### src/hdl/xtt_pkg.sv
// ----------------------------------------------------------------------------
// xtt_pkg
// Shared types, character codes and output packing for the XML tag tokenizer.
// ----------------------------------------------------------------------------
package xtt_pkg;

    // Default width of the byte position counter.
    localparam int POSITION_BITS_DEF = 32;

    // Widths of the stream payloads.
    localparam int IN_DATA_W  = 8;
    localparam int POS_OUT_W  = 32;
    localparam int OUT_DATA_W = 48;

    // Bit positions of the result fields inside the output tdata.
    localparam int OB_ROLE_LO   = 0;
    localparam int OB_ROLE_HI   = 2;
    localparam int OB_KIND_LO   = 3;
    localparam int OB_KIND_HI   = 4;
    localparam int OB_TEXT_END  = 5;
    localparam int OB_NAME_END  = 6;
    localparam int OB_ANAME_END = 7;
    localparam int OB_VALUE_END = 8;
    localparam int OB_TAG_DONE  = 9;
    localparam int OB_SELF_CL   = 10;
    localparam int OB_POS_LO    = 11;
    localparam int OB_POS_HI    = 42;

    // Character codes with a meaning to the tokenizer.
    localparam logic [7:0] CH_NUL    = 8'h00;
    localparam logic [7:0] CH_LT     = 8'h3C;
    localparam logic [7:0] CH_GT     = 8'h3E;
    localparam logic [7:0] CH_SLASH  = 8'h2F;
    localparam logic [7:0] CH_EQ     = 8'h3D;
    localparam logic [7:0] CH_DQUOTE = 8'h22;
    localparam logic [7:0] CH_SQUOTE = 8'h27;
    localparam logic [7:0] CH_BANG   = 8'h21;
    localparam logic [7:0] CH_QUEST  = 8'h3F;
    localparam logic [7:0] CH_SPACE  = 8'h20;
    localparam logic [7:0] CH_TAB    = 8'h09;
    localparam logic [7:0] CH_LF     = 8'h0A;
    localparam logic [7:0] CH_CR     = 8'h0D;

    // Tokenizer states.
    typedef enum logic [3:0] {
        ST_DATA         = 4'd0,
        ST_TAG_OPEN     = 4'd1,
        ST_END_TAG_OPEN = 4'd2,
        ST_SKIP         = 4'd3,
        ST_TAG_NAME     = 4'd4,
        ST_SELF_CLOSE   = 4'd5,
        ST_BEFORE_ATTR  = 4'd6,
        ST_ATTR_NAME    = 4'd7,
        ST_AFTER_ATTR   = 4'd8,
        ST_BEFORE_VALUE = 4'd9,
        ST_VALUE_DQ     = 4'd10,
        ST_VALUE_SQ     = 4'd11,
        ST_AFTER_VALUE  = 4'd12
    } t_state;

    // Role of one byte.
    typedef enum logic [2:0] {
        ROLE_MARKUP = 3'd0,
        ROLE_TEXT   = 3'd1,
        ROLE_TAG    = 3'd2,
        ROLE_ANAME  = 3'd3,
        ROLE_AVALUE = 3'd4
    } t_role;

    // Kind of the tag being parsed.
    typedef enum logic [1:0] {
        KIND_NONE  = 2'd0,
        KIND_START = 2'd1,
        KIND_END   = 2'd2
    } t_kind;

    // Tokenizer context carried from one byte to the next.
    typedef struct packed {
        t_state state;
        logic   text_pending;
        t_kind  kind;
    } t_ctx;

    // Per-byte result, without the position.
    typedef struct packed {
        t_role role;
        t_kind kind;
        logic  text_end;
        logic  tag_name_end;
        logic  attr_name_end;
        logic  attr_value_end;
        logic  tag_done;
        logic  self_closing;
        logic  input_end;
    } t_result;

    function automatic logic is_space(input logic [7:0] c);
        return (c == CH_SPACE) || (c == CH_TAB) || (c == CH_LF) || (c == CH_CR);
    endfunction

    function automatic logic is_letter(input logic [7:0] c);
        return ((c >= 8'h41) && (c <= 8'h5A)) || ((c >= 8'h61) && (c <= 8'h7A));
    endfunction

endpackage

### src/hdl/xtt_step.sv
// ----------------------------------------------------------------------------
// xtt_step
// Next-context and result logic for one byte of the tag tokenizer.
// ----------------------------------------------------------------------------
module xtt_step
    import xtt_pkg::*;
(
    input  logic [7:0] i_char,
    input  t_ctx       i_ctx,
    output t_ctx       o_ctx,
    output t_result    o_res
);

    t_state  n_state;
    logic    n_pending;
    t_kind   n_kind;
    t_role   n_role;
    logic    n_t_end;
    logic    n_n_end;
    logic    n_a_end;
    logic    n_v_end;
    logic    n_done;
    logic    n_sc;

    // State transitions and per-state flags.
    always_comb begin
        n_state   = i_ctx.state;
        n_pending = i_ctx.text_pending;
        n_kind    = i_ctx.kind;
        n_role    = ROLE_MARKUP;
        n_t_end   = 1'b0;
        n_n_end   = 1'b0;
        n_a_end   = 1'b0;
        n_v_end   = 1'b0;
        n_done    = 1'b0;
        n_sc      = 1'b0;
        unique case (i_ctx.state)
            ST_TAG_OPEN: begin
                if (i_char == CH_BANG || i_char == CH_QUEST) begin
                    n_state = ST_SKIP;
                end else if (i_char == CH_SLASH) begin
                    n_state = ST_END_TAG_OPEN;
                end else if (is_letter(i_char)) begin
                    n_kind  = KIND_START;
                    n_role  = ROLE_TAG;
                    n_state = ST_TAG_NAME;
                end else begin
                    n_state = ST_DATA;
                end
            end
            ST_END_TAG_OPEN: begin
                if (is_letter(i_char)) begin
                    n_kind  = KIND_END;
                    n_role  = ROLE_TAG;
                    n_state = ST_TAG_NAME;
                end else if (i_char == CH_GT) begin
                    n_state = ST_DATA;
                end
            end
            ST_SKIP: begin
                if (i_char == CH_GT) begin
                    n_state = ST_DATA;
                end
            end
            ST_TAG_NAME: begin
                if (is_space(i_char)) begin
                    n_n_end = 1'b1;
                    n_state = ST_BEFORE_ATTR;
                end else if (i_char == CH_SLASH) begin
                    n_n_end = 1'b1;
                    n_state = ST_SELF_CLOSE;
                end else if (i_char == CH_GT) begin
                    n_n_end = 1'b1;
                    n_done  = 1'b1;
                end else begin
                    n_role = ROLE_TAG;
                end
            end
            ST_SELF_CLOSE: begin
                if (i_char == CH_GT) begin
                    n_done = 1'b1;
                    n_sc   = 1'b1;
                end else begin
                    n_state = ST_BEFORE_ATTR;
                end
            end
            ST_BEFORE_ATTR: begin
                if (i_char == CH_SLASH) begin
                    n_state = ST_SELF_CLOSE;
                end else if (i_char == CH_GT) begin
                    n_done = 1'b1;
                end else if (is_letter(i_char)) begin
                    n_role  = ROLE_ANAME;
                    n_state = ST_ATTR_NAME;
                end
            end
            ST_ATTR_NAME: begin
                if (is_space(i_char)) begin
                    n_a_end = 1'b1;
                    n_state = ST_AFTER_ATTR;
                end else if (i_char == CH_SLASH) begin
                    n_a_end = 1'b1;
                    n_state = ST_SELF_CLOSE;
                end else if (i_char == CH_EQ) begin
                    n_a_end = 1'b1;
                    n_state = ST_BEFORE_VALUE;
                end else if (i_char == CH_GT) begin
                    n_a_end = 1'b1;
                    n_done  = 1'b1;
                end else begin
                    n_role = ROLE_ANAME;
                end
            end
            ST_AFTER_ATTR: begin
                if (i_char == CH_SLASH) begin
                    n_state = ST_SELF_CLOSE;
                end else if (i_char == CH_EQ) begin
                    n_state = ST_BEFORE_VALUE;
                end else if (i_char == CH_GT) begin
                    n_done = 1'b1;
                end else if (is_letter(i_char)) begin
                    n_role  = ROLE_ANAME;
                    n_state = ST_ATTR_NAME;
                end
            end
            ST_BEFORE_VALUE: begin
                // An unquoted value byte is a parse error and drops back.
                if (is_space(i_char)) begin
                    n_state = ST_BEFORE_VALUE;
                end else if (i_char == CH_DQUOTE) begin
                    n_state = ST_VALUE_DQ;
                end else if (i_char == CH_SQUOTE) begin
                    n_state = ST_VALUE_SQ;
                end else if (i_char == CH_GT) begin
                    n_done = 1'b1;
                end else begin
                    n_state = ST_BEFORE_ATTR;
                end
            end
            ST_VALUE_DQ: begin
                if (i_char == CH_DQUOTE) begin
                    n_v_end = 1'b1;
                    n_state = ST_AFTER_VALUE;
                end else begin
                    n_role = ROLE_AVALUE;
                end
            end
            ST_VALUE_SQ: begin
                if (i_char == CH_SQUOTE) begin
                    n_v_end = 1'b1;
                    n_state = ST_AFTER_VALUE;
                end else begin
                    n_role = ROLE_AVALUE;
                end
            end
            ST_AFTER_VALUE: begin
                if (i_char == CH_SLASH) begin
                    n_state = ST_SELF_CLOSE;
                end else if (i_char == CH_GT) begin
                    n_done = 1'b1;
                end else begin
                    n_state = ST_BEFORE_ATTR;
                end
            end
            default: begin
                // Data state; unused codes behave the same way.
                if (i_char == CH_LT) begin
                    n_t_end   = i_ctx.text_pending;
                    n_pending = 1'b0;
                    n_state   = ST_TAG_OPEN;
                end else begin
                    n_role    = ROLE_TEXT;
                    n_pending = 1'b1;
                    n_state   = ST_DATA;
                end
            end
        endcase
    end

    // Result and next context, with end of input overriding everything.
    always_comb begin
        o_res.role           = n_role;
        o_res.kind           = n_kind;
        o_res.text_end       = n_t_end;
        o_res.tag_name_end   = n_n_end;
        o_res.attr_name_end  = n_a_end;
        o_res.attr_value_end = n_v_end;
        o_res.tag_done       = n_done;
        o_res.self_closing   = n_sc;
        o_res.input_end      = 1'b0;
        o_ctx.state          = n_done ? ST_DATA : n_state;
        o_ctx.text_pending   = n_pending;
        o_ctx.kind           = n_done ? KIND_NONE : n_kind;
        if (i_char == CH_NUL) begin
            o_res                = '0;
            o_res.role           = ROLE_MARKUP;
            o_res.kind           = KIND_NONE;
            o_res.text_end       = i_ctx.text_pending;
            o_res.input_end      = 1'b1;
            o_ctx.state          = ST_DATA;
            o_ctx.text_pending   = 1'b0;
            o_ctx.kind           = KIND_NONE;
        end
    end

endmodule

### src/hdl/xml_tag_tokenizer.sv
// ----------------------------------------------------------------------------
// xml_tag_tokenizer
// Byte-serial HTML-style tag tokenizer with stream input and output.
// ----------------------------------------------------------------------------
// Path: an accepted byte passes the input register, then the result register.
// Throughput: one byte per cycle while the output takes results; tokenizer
// context updates in the same cycle that a byte moves to the result register.
// Reset: synchronous, active low; clears both valid flags, the context and the
// position counter. No clearing pass is needed.
// ----------------------------------------------------------------------------
module xml_tag_tokenizer
    import xtt_pkg::*;
#(
    parameter int POSITION_BITS = POSITION_BITS_DEF
) (
    input  logic                  i_clk,
    input  logic                  i_rst_n,
    input  logic                  s_axis_tvalid,
    output logic                  s_axis_tready,
    // [7:0] char_in
    input  logic [IN_DATA_W-1:0]  s_axis_tdata,
    output logic                  m_axis_tvalid,
    input  logic                  m_axis_tready,
    // [2:0] byte_role, [4:3] tag_kind, [5] text_end, [6] tag_name_end,
    // [7] attr_name_end, [8] attr_value_end, [9] tag_done, [10] self_closing,
    // [42:11] byte_position, [47:43] zero
    output logic [OUT_DATA_W-1:0] m_axis_tdata,
    // input_end
    output logic                  m_axis_tlast
);

    logic                     r_in_valid;
    logic [7:0]               r_char;
    t_ctx                     r_ctx;
    t_ctx                     n_ctx;
    logic [POSITION_BITS-1:0] r_pos;
    logic [POSITION_BITS-1:0] n_pos;
    logic                     r_out_valid;
    t_result                  r_res;
    t_result                  n_res;
    logic [POS_OUT_W-1:0]     r_out_pos;
    logic                     w_advance;

    // A byte moves on when the result register is free or being drained.
    assign w_advance     = r_in_valid && (!r_out_valid || m_axis_tready);
    assign s_axis_tready = !r_in_valid || w_advance;

    // Input register.
    always_ff @(posedge i_clk) begin
        if (!i_rst_n) begin
            r_in_valid <= 1'b0;
        end else if (s_axis_tready) begin
            r_in_valid <= s_axis_tvalid;
        end
        if (s_axis_tready && s_axis_tvalid) begin
            r_char <= s_axis_tdata[7:0];
        end
    end

    xtt_step u_step (
        .i_char (r_char),
        .i_ctx  (r_ctx),
        .o_ctx  (n_ctx),
        .o_res  (n_res)
    );

    // Saturating position; a terminating zero restarts it.
    always_comb begin
        if (r_char == CH_NUL) begin
            n_pos = '0;
        end else if (r_pos != {POSITION_BITS{1'b1}}) begin
            n_pos = r_pos + 1'b1;
        end else begin
            n_pos = r_pos;
        end
    end

    // Tokenizer context and position.
    always_ff @(posedge i_clk) begin
        if (!i_rst_n) begin
            r_ctx.state        <= ST_DATA;
            r_ctx.text_pending <= 1'b0;
            r_ctx.kind         <= KIND_NONE;
            r_pos              <= '0;
        end else if (w_advance) begin
            r_ctx <= n_ctx;
            r_pos <= n_pos;
        end
    end

    // Result register.
    always_ff @(posedge i_clk) begin
        if (!i_rst_n) begin
            r_out_valid <= 1'b0;
        end else if (w_advance) begin
            r_out_valid <= 1'b1;
        end else if (m_axis_tready) begin
            r_out_valid <= 1'b0;
        end
        if (w_advance) begin
            r_res     <= n_res;
            r_out_pos <= POS_OUT_W'(r_pos);
        end
    end

    // Output packing.
    assign m_axis_tvalid = r_out_valid;
    assign m_axis_tlast  = r_res.input_end;
    assign m_axis_tdata  = {
        {(OUT_DATA_W - OB_POS_HI - 1){1'b0}},
        r_out_pos,
        r_res.self_closing,
        r_res.tag_done,
        r_res.attr_value_end,
        r_res.attr_name_end,
        r_res.tag_name_end,
        r_res.text_end,
        r_res.kind,
        r_res.role
    };

endmodule

### config.mk
export PLATFORM = sky130hd
export DESIGN_NAME = xml_tag_tokenizer
export DESIGN_NICKNAME = d
export VERILOG_FILES = /design/src/hdl/xtt_pkg.sv /design/src/hdl/xtt_step.sv /design/src/hdl/xml_tag_tokenizer.sv
export SDC_FILE = /design/constraint.sdc
export NUM_CORES = 1
export LEC_CHECK = 0
export BUFFER_PORTS_ARGS = -buffer_cell sky130_fd_sc_hd__buf_2
export CAP_MARGIN = 10
export CELL_PAD_IN_SITES_DETAIL_PLACEMENT = 1
export CELL_PAD_IN_SITES_GLOBAL_PLACEMENT = 1
export CORE_MARGIN = 2
export CORE_UTILIZATION = 45
export CTS_CLUSTER_DIAMETER = 120
export DETAILED_ROUTE_END_ITERATION = 8
export PLACE_DENSITY = 0.78
export SYNTH_ARGS = -nofsm -noshare
export SYNTH_HDL_FRONTEND = slang
export SYNTH_HIERARCHICAL = 1
export SYNTH_SLANG_ARGS = --single-unit
export TNS_END_PERCENT = 30
### constraint.sdc
create_clock -name i_clk -period 4.5 [get_ports i_clk]
set_clock_uncertainty 0.1 [all_clocks]
set_input_delay 0.9 -clock i_clk [delete_from_list [all_inputs] [get_ports i_clk]]
set_output_delay 0.9 -clock i_clk [all_outputs]
set_load 0.02 [all_outputs]
==> metrics.md, run 1 <==
| Metric | Value |
|---|---|
| Proportion of synthesized flip-flops having asynchronous set or reset | 0% |
| Origin of the worst min-delay path | r_ctx[0] |
| Highest clock rate | approximately 0.32 GHz |
| Insertion delay of the later-clocked pin in the worst-skew pair | 0.36 ns |
| Instance count of the mapped netlist | 525 |
| Final period utilization | between 60% and 70% |
| Die outline width | 109 um |
| Post-route ant nets | 0 |
| Layout filler cell count | about 1,300 |
| Max-capacitance violation count | 0 |
| DPL Wire Length | 10.3 mm |
| Number of hold-repair buffers added at the cts stage | 0 |
| Standby leakage power | 1.75 nW |
| # DRC | 0 |
| Pin count of the biggest net entering global routing | 27 |
| Number of primary I/O pins | 63 |
| Drt first pass iters | 4 |
| Seq cells post-synth | 93 |
| Number of vias per cell | 6.40 |
| Worst slew pin tran | about 1.1 ns |
| Required @ worst endpoint | 4.66 ns |
| Sequential cell area fraction in the yosys report | 48.0% |
| Synth unique cells | between 70 and 80 |
| Number of global-route vias before repair | 4,421 |
| Cell at the root of the clock tree | sky130_fd_sc_hd__clkbuf_8 |
| Total number of nets in the final design | 581 |
| Initial DRC Count | between 300 and 400 |
| TritonCTS clock tree | done |
| Final setup vio count | 0 |
| Die area | roughly 0.012 mm2 |
| GR Util All Layers | 25.7% |
| Congestion Overflow GR | 0 |
| Peak supply drop | 0.154 mV |
| Period minus WS final | 3.15 ns |
| Synthesis Warnings | 6 |
| Standard cell area after detailed placement | 0.00533 mm2 |
| Routed via count | 4,560 |
| Result of the run | finished, final reports clean |
| Endpoint of the most critical register-to-register path | r_pos[6] |
| Post-detailed-route wirelength per cell | 20.7 um |
| Power per cell area | roughly 300 mW/mm2 |
| Number of enable flip-flop cells after synthesis | 52 |
| Launch point of the critical path | r_char[1] |
| Data arrival time of the worst path | 3.30 ns |
| Nature of the critical path endpoint | register |
| Summed instance area of the synthesized netlist | 0.00497 mm2 |
| Die outline height | about 110 um |
| Relative slew margins | 27.6% |
| Starting density of the core | 46.0% |
| Total Wirelength | between 10 and 15 mm |
| Startpoint of the worst-slack reg-to-reg timing path | r_char[1] |
| Worst Reg2Reg Path Length in Cells | 6 |
| Post-CTS setup buffer count | 0 |
| Hold crit path type | register to register |
| Maximum fanout along the worst path | 23 |
| Port bufs | 57 |
| Cells resized by post-CTS repair | 0 |
| Number of sinks driven by the clock tree | 93 |
| First-pass GRT wire length | 23.7 mm |
| Total power consumption of the routed design | 1.62 mW |
| Sequential cell area | 0.00238 mm2 |
| GPL Wtd Cong | 0.948 |
| Average cell area after synthesis | 9.46 um2 |
| H-Tree Depth | 3 |
| Total clock buffers created by CTS | 9 |
| Post-Route Setup TNS | 0 ns |
| Antenna Diode Count | 0 |
| Clock input transition at the sequential cells of the worst setup and hold paths | 0.09 ns |
| Max Buffers Root-to-Sink | 2 |
| Area of the multi-input gates | 0.00239 mm2 |
| Capture endpoint of the worst hold path | r_ctx[0] |
| Floorplan core area | 0.0108 mm2 |
| Top FF cell, synth | sky130_fd_sc_hd__edfxtp_1 |
| Total number of placement rows | 38 |
| Hold-critical path depth | 2 |
| Number of endpoints with negative hold slack in the final report | 0 |
| FF-to-FF setup slack | roughly 1.4 ns |
| Antenna violations before repair | 0 |
| Final Slew Violations | 0 |
| Crit Path Class | register to register |
| Post-route cell area | 0.00553 mm2 |
| Ratio of cells with drive above 1 in the final layout | 17.6% |
| Unrepaired setup endpoints after global routing | no |
| Area growth syn-to-layout | 11.3% |
| Crit start category | register |
-- layout by cell type, fill, tap and decap left out, drive strengths merged, types with 5 or more instances in the layout --
cell | Yosys | routed
dfxtp | 41 | 41
and2 | 7 | 7
nand3 | 28 | 28
nand2 | 52 | 52
nand3b | 5 | 5
or3 | 11 | 11
inv | 8 | 10
a31oi | 19 | 19
edfxtp | 52 | 52
conb | 1 | 5
a41oi | 6 | 6
and3 | 12 | 12
buf | 13 | 67
o211ai | 9 | 9
o21ai | 21 | 21
or4 | 8 | 8
nor2b | 9 | 9
or2 | 5 | 5
nor2 | 30 | 30
nand4 | 21 | 21
clkbuf | 26 | 9
and4 | 5 | 5
nand2b | 8 | 8
nor4 | 14 | 14
a21oi | 26 | 26
a211oi | 9 | 9
nor3 | 18 | 18
-- registers in the layout, indices dropped and copies added (netlist names) --
name           count
r_in_valid         1
m_axis_tlast       1
m_axis_tvalid      1
m_axis_tdata      11
r_ctx              7
r_out_pos         32
r_pos             32
r_char             8
-- critical path: stages, from the launching register on --
cell and delay, ns:
sky130_fd_sc_hd__edfxtp_1 0.78, sky130_fd_sc_hd__or4_1 0.28, sky130_fd_sc_hd__o211ai_1 0.09, sky130_fd_sc_hd__buf_4 0.20, sky130_fd_sc_hd__nor2_1 0.71, sky130_fd_sc_hd__nand2_1 0.46, sky130_fd_sc_hd__o32ai_1 0.42
-- cells by family (layout without fill, tap and decap cells) --
logic type / after synthesis / count (layout) / synth area share, %
simple gates: 244 / 244 / 27.7
compound gates: 134 / 134 / 18.8
flops: 93 / 93 / 48.0
buf+inv: 47 / 91 / 4.31
xor+xnor: 3 / 3 / 0.529
mux: 2 / 2 / 0.403
fa+ha+maj: 1 / 1 / 0.252
other cells: 1 / 5 / 0.0755
-- worst max path at each step --
| stage | end | slack (ns) | depth (start not counted) |
|---|---|---|---|
| after CTS | r_pos[6] | 1.35 | 6 |
| after detailed placement | r_pos[6] | 1.31 | 7 |
| after global placement | r_pos[5] | 1.52 | 7 |
| after floorplan | r_pos[15] | 1.29 | 5 |
| after global routing | r_pos[6] | 1.07 | 6 |
| final | r_pos[6] | 1.35 | 6 |
-- layer usage --
metal	routed length, um	up-vias	global-route usage [%]	share of wire [%]
met4	182	0	8.33	1.2
met3	759	14	3.95	5.1
li1	-	2130	-	-
met5	0	-	0	0
met2	6810	139	39.3	46
met1	7020	2277	37.2	48
-- through the flow --
| stage | instances | hold slack [ns] | worst slack [ns] | utilization (%) |
|---|---|---|---|---|
| global placement | 697 | 0.339 | 1.52 | 49.4 |
| finish | 713 | 0.380 | 1.35 | 51.2 |
| CTS | 713 | 0.385 | 1.35 | 51.2 |
| floorplan | 529 | 0.306 | 1.29 | - |
| detailed placement | 697 | 0.368 | 1.31 | 49.4 |
| global route | 713 | 0.404 | 1.07 | 51.2 |
-- power by group --
group | internal [mW] | total (mW) | switching, mW
logic | 0.0321 | 0.116 | 0.0839
clock network | 0.258 | 0.561 | 0.303
registers | 0.919 | 0.938 | 0.0193
-- synth_stat cells (4+ instances only) --
| library cell | number | area [um2] |
|---|---|---|
| sky130_fd_sc_hd__nor2_1 | 30 | 113 |
| sky130_fd_sc_hd__o31ai_1 | 4 | 30.0 |
| sky130_fd_sc_hd__nor2b_1 | 9 | 56.3 |
| sky130_fd_sc_hd__nor3_1 | 18 | 90.1 |
| sky130_fd_sc_hd__and3_1 | 12 | 75.1 |
| sky130_fd_sc_hd__nor4_1 | 11 | 68.8 |
| sky130_fd_sc_hd__nand3_1 | 28 | 140 |
| sky130_fd_sc_hd__a41oi_1 | 6 | 52.6 |
| sky130_fd_sc_hd__or4_1 | 7 | 52.6 |
| sky130_fd_sc_hd__o311ai_0 | 4 | 35.0 |
| sky130_fd_sc_hd__nand3b_1 | 5 | 37.5 |
| sky130_fd_sc_hd__a311oi_1 | 4 | 35.0 |
| sky130_fd_sc_hd__o21ai_0 | 19 | 95.1 |
| sky130_fd_sc_hd__or3_1 | 10 | 62.6 |
| sky130_fd_sc_hd__buf_4 | 5 | 37.5 |
| sky130_fd_sc_hd__a21oi_1 | 24 | 120 |
| sky130_fd_sc_hd__o21a_1 | 4 | 30.0 |
| sky130_fd_sc_hd__a211oi_1 | 9 | 67.6 |
| sky130_fd_sc_hd__a31oi_1 | 19 | 119 |
| sky130_fd_sc_hd__nand4_1 | 20 | 125 |
| sky130_fd_sc_hd__or2_2 | 5 | 31.3 |
| sky130_fd_sc_hd__and4_1 | 4 | 35.0 |
| sky130_fd_sc_hd__nand2_1 | 52 | 195 |
| sky130_fd_sc_hd__inv_1 | 8 | 30.0 |
| sky130_fd_sc_hd__dfxtp_1 | 41 | 821 |
| sky130_fd_sc_hd__and2_1 | 7 | 43.8 |
| sky130_fd_sc_hd__o211ai_1 | 9 | 67.6 |
| sky130_fd_sc_hd__edfxtp_1 | 52 | 1560 |
| sky130_fd_sc_hd__clkbuf_1 | 26 | 97.6 |
| sky130_fd_sc_hd__nand2b_1 | 8 | 50.1 |
-- final cells by class --
class,count,area share [%]
Timing Repair Buffer,67,6.52
Clock buffer,9,2.24
Inverter,8,0.543
Sequential cell,93,43.1
Tap cell,140,3.17
Multi-Input combinational cell,389,43.2
Clock inverter,7,1.29
(Power assumes the default switching activity.)
==> inputs of run 2 (changes only) <==
Settings changed: ABC_AREA set to 1, CORE_UTILIZATION 45 to 42, PLACE_DENSITY 0.78 to 0.77.
Clock period 4.5 ns to 3.1 ns, I/O delays scaled along.
==> run 2 against run 1 <==
Net effect:
- clock power rose by 87%
- via count up 1.6%
- synthesized cell count rose by 31%
- global-route usage is 2.1 points lower
- final area is 4.9% higher
- final cell count up 27%
- total power up 66%
==> metrics.md, run 2 <==
| Metric | Value |
|---|---|
| Congestion Overflow GR | 0 (unchanged) |
| Maximum fanout along the worst path | 24 (+4.3%) |
| GPL Wtd Cong | 0.936 (-1.3%) |
| Proportion of synthesized flip-flops having asynchronous set or reset | 0% (unchanged) |
| Post-Route Setup TNS | 0 ns (unchanged) |
| Max-capacitance violation count | 0 (unchanged) |
| Sequential fraction of design power | 51.2% (-6.9 points) |
| Top FF cell, synth | sky130_fd_sc_hd__edfxtp_1 |
| Number of primary I/O pins | 63 (unchanged) |
| Final hold slack | 0.347 ns (-0.0331 ns) |
| Worst slew pin tran | 0.624 ns (-0.452 ns) |
| Standby leakage power | 2.51 nW (+43%) |
| Result of the run | finished, final reports clean |
| Die outline height | 114 um (+4.5%) |
| Switching Fraction | 26.0% (+0.81 points) |
| Post-detailed-route wirelength per cell | 16.4 um (-21%) |
| Initial DRC Count | 235 (-24%) |
| Leading cell types by total area after synthesis | sky130_fd_sc_hd__edfxtp_1 31%, sky130_fd_sc_hd__dfxtp_1 16%, sky130_fd_sc_hd__nand2_1 16% |
| Summed instance area of the synthesized netlist | 0.00508 mm2 (+2.3%) |
| Power per cell area | 461 mW/mm2 (+58%) |
| DPL Wire Length | 11.2 mm (+8.6%) |
| Synth unique cells | 36 (-50%) |
| GR Util All Layers | 23.6% (-2.1 points) |
| Post-CTS setup buffer count | 0 (unchanged) |
| Cells resized by post-CTS repair | 0 (unchanged) |
| Most area-hungry cell type in the Yosys netlist | sky130_fd_sc_hd__edfxtp_1 |
| Worst Reg2Reg Path Length in Cells | 11 (+5) |
| Number of vias per cell | 5.13 (-20%) |
| Internal power component | 1.98 mW (+64%) |
| Ratio of cells with drive above 1 in the final layout | 16.1% (-1.5 points) |
| Seq cells post-synth | 93 (unchanged) |
| Number of hold-repair buffers added at the cts stage | 0 (unchanged) |
| Drt first pass iters | 4 (unchanged) |
| Total Wirelength | 14.8 mm (+0.44%) |
| Starting density of the core | 42.7% (-3.3 points) |
| FF-to-FF setup slack | 0.56 ns (-0.79 ns) |
| Fraction of post-synthesis cell area in the top cell type by area | 30.7% (-0.72 points) |
| # DRC | 0 (unchanged) |
| Total clock buffers created by CTS | 9 (unchanged) |
| Total number of nets in the final design | 766 (+32%) |
| Peak supply drop | 0.340 mV (+120%) |
| Floorplan core area | 0.0119 mm2 (+10%) |
| Antenna violations before repair | 0 (unchanged) |
| Sequential cell area fraction in the yosys report | 46.9% (-1.1 points) |
| Commonest non-fill, non-tap cell in the layout | sky130_fd_sc_hd__nand2_1 |
| Cell types with the highest counts after synthesis | 215 x sky130_fd_sc_hd__nand2_1, 103 x sky130_fd_sc_hd__nor2_1, 75 x sky130_fd_sc_hd__inv_1, 52 x sky130_fd_sc_hd__edfxtp_1, 51 x sky130_fd_sc_hd__nand3_1 |
| Cell at the root of the clock tree | sky130_fd_sc_hd__clkbuf_16 |
| Final setup vio count | 0 (unchanged) |
| Switching power summed over all nets | 0.694 mW (+71%) |
| Crit Path Class | register to register |
| Antenna Diode Count | 0 (unchanged) |
| Dominant cell by count in the synthesized netlist | sky130_fd_sc_hd__nand2_1 |
| Highest clock rate | 0.394 GHz (+24%) |
| Clock input transition at the sequential cells of the worst setup and hold paths | 0.07 ns (-0.02 ns) |
| Die area | 0.0130 mm2 (+9.3%) |
| Synthesis Warnings | 6 (unchanged) |
| Nature of the critical path endpoint | register |
| Startpoint of the worst-slack reg-to-reg timing path | r_pos[0] |
| TritonCTS clock tree | done |
| Area growth syn-to-layout | 14.1% |
| H-Tree Depth | 3 (unchanged) |
| Finished Core Util | 48.7% (-2.5 points) |
| Comb pwr share | 9.5% (+2.3 points) |
| Final period utilization | 81.8% (+12 points) |
| End point of the critical path | r_pos[15] |
| Routed via count | 4,634 (+1.6%) |
| Data arrival time of the worst path | 2.73 ns (-0.57 ns) |
| Crit start category | register |
| Launch point of the critical path | r_pos[0] |
| Port bufs | 57 (unchanged) |
| Number of global-route vias before repair | 4,618 (+4.5%) |
| Unrepaired setup endpoints after global routing | no |
| First-pass GRT wire length | 23.9 mm (+0.52%) |
| Post-route ant nets | 0 (unchanged) |
| Pin count of the biggest net entering global routing | 50 (+85%) |
| Relative slew margins | 58.4% (+31 points) |
| Average cell area after synthesis | 7.38 um2 (-22%) |
| Max Buffers Root-to-Sink | 2 (unchanged) |
| Total number of placement rows | 40 (+5.3%) |
| Number of sinks driven by the clock tree | 93 (unchanged) |
| Final Slew Violations | 0 (unchanged) |
| Hold crit path type | primary input to register |
| Endpoint of the most critical register-to-register path | r_pos[15] |
| Period minus WS final | 2.54 ns (-0.611 ns) |
| Die outline width | 114 um (+4.5%) |
| Required @ worst endpoint | 3.30 ns (-1.36 ns) |
| Layout filler cell count | 1,552 (+24%) |
| Instance count of the mapped netlist | 689 (+31%) |
| Portion of total power attributed to the clock network | 39.3% (+4.6 points) |
| Number of endpoints with negative hold slack in the final report | 0 (unchanged) |
| Total power consumption of the routed design | 2.67 mW (+66%) |
| Insertion delay of the later-clocked pin in the worst-skew pair | 0.35 ns (about the same) |
| Number of enable flip-flop cells after synthesis | 52 (unchanged) |
| Commonest non-fill, non-tap cells in the layout | 215 x sky130_fd_sc_hd__nand2_1, 103 x sky130_fd_sc_hd__nor2_1, 75 x sky130_fd_sc_hd__inv_1 |
## run 2: cell count changes after synthesis, moves of 10 or more
cell,delta
sky130_fd_sc_hd__nand2_1,+163
sky130_fd_sc_hd__nor2_1,+73
sky130_fd_sc_hd__inv_1,+67
sky130_fd_sc_hd__nand3_1,+23
sky130_fd_sc_hd__clkbuf_1,-20
sky130_fd_sc_hd__a31oi_1,-18
sky130_fd_sc_hd__and3_1,-12
sky130_fd_sc_hd__nor3_1,-12
sky130_fd_sc_hd__nor2_2,+11
sky130_fd_sc_hd__inv_2,+10
sky130_fd_sc_hd__nor4_1,-10
sky130_fd_sc_hd__or3_1,-10
## run 2: final cells by class
| type | instances | area (um2) | share of cell area, % |
|---|---|---|---|
| multi-input cells | 498 | 2290 | 39.6 |
| clock buffers | 11 | 243 | 4.18 |
| flip-flops and latches | 93 | 2380 | 41.1 |
| inverters | 87 | 327 | 5.63 |
| clock inverters | 4 | 32.5 | 0.561 |
| well taps | 147 | 184 | 3.17 |
| repair buffers | 64 | 338 | 5.82 |
## run 2: kinds of logic (layout without fill, tap and decap cells)
logic type / Yosys count / after routing / synth area share [%]
simple gates: 430 / 430 / 37.6
buf+inv: 102 / 166 / 8.29
flops: 93 / 93 / 46.9
compound gates: 53 / 53 / 5.41
xor+xnor: 9 / 9 / 1.55
fa+ha+maj: 1 / 1 / 0.246
other cells: 1 / 5 / 0.0738
## run 2: through the flow
stage               cells  setup slack [ns]  instance area, um2
global route          904             0.313                5800
global placement      889             0.654                5530
CTS                   904             0.560                5800
detailed placement    889             0.515                5530
finish                904             0.564                5800
floorplan             693             0.161                5100
## run 2: worst min-delay path by stage
stage,startpoint,to,cells after the start
after floorplan,r_pos[23],r_out_pos[23],0
after global placement,r_ctx[2],r_ctx[2],2
after detailed placement,r_ctx[1],r_ctx[1],2
after CTS,s_axis_tdata[3],r_char[3],1
after global routing,s_axis_tdata[2],r_char[2],1
final,s_axis_tdata[3],r_char[3],1
## run 2: power groups by stage
| stage | sequential [mW] | clock (mW) | combinational (mW) |
|---|---|---|---|
| 2_1_floorplan | 1.43 | 0 | 0.142 |
| 3_3_place_gp | 1.40 | 0 | 0.252 |
| 3_5_place_dp | 1.40 | 0 | 0.255 |
| 4_1_cts | 1.37 | 1.07 | 0.256 |
| 5_1_grt | 1.37 | 1.12 | 0.283 |
| 6_report | 1.37 | 1.05 | 0.253 |
## run 2: worst max-delay path, stage by stage, from the launching register on
cell and delay, ns:
sky130_fd_sc_hd__dfxtp_1 0.41, sky130_fd_sc_hd__ha_1 0.24, sky130_fd_sc_hd__nand2_2 0.08, sky130_fd_sc_hd__nor2_4 0.21, sky130_fd_sc_hd__nand2_4 0.10, sky130_fd_sc_hd__nor2_8 0.19, sky130_fd_sc_hd__nand3_4 0.20, sky130_fd_sc_hd__nand2_2 0.48
sky130_fd_sc_hd__nand2_1 0.25, sky130_fd_sc_hd__nand2_1 0.11, sky130_fd_sc_hd__nand2_1 0.06, sky130_fd_sc_hd__inv_1 0.05
## run 2: per-layer routing
metal  routed length [um]  up-vias  share of wire (%)  track usage, %
li1                     -     2316                  -               -
met2                 7190      101                 49            39.8
met3                  624       30                4.2            4.14
met1                 6600     2187                 44            30.7
met5                    0        -                  0               0
met4                  414        0                2.8            8.13
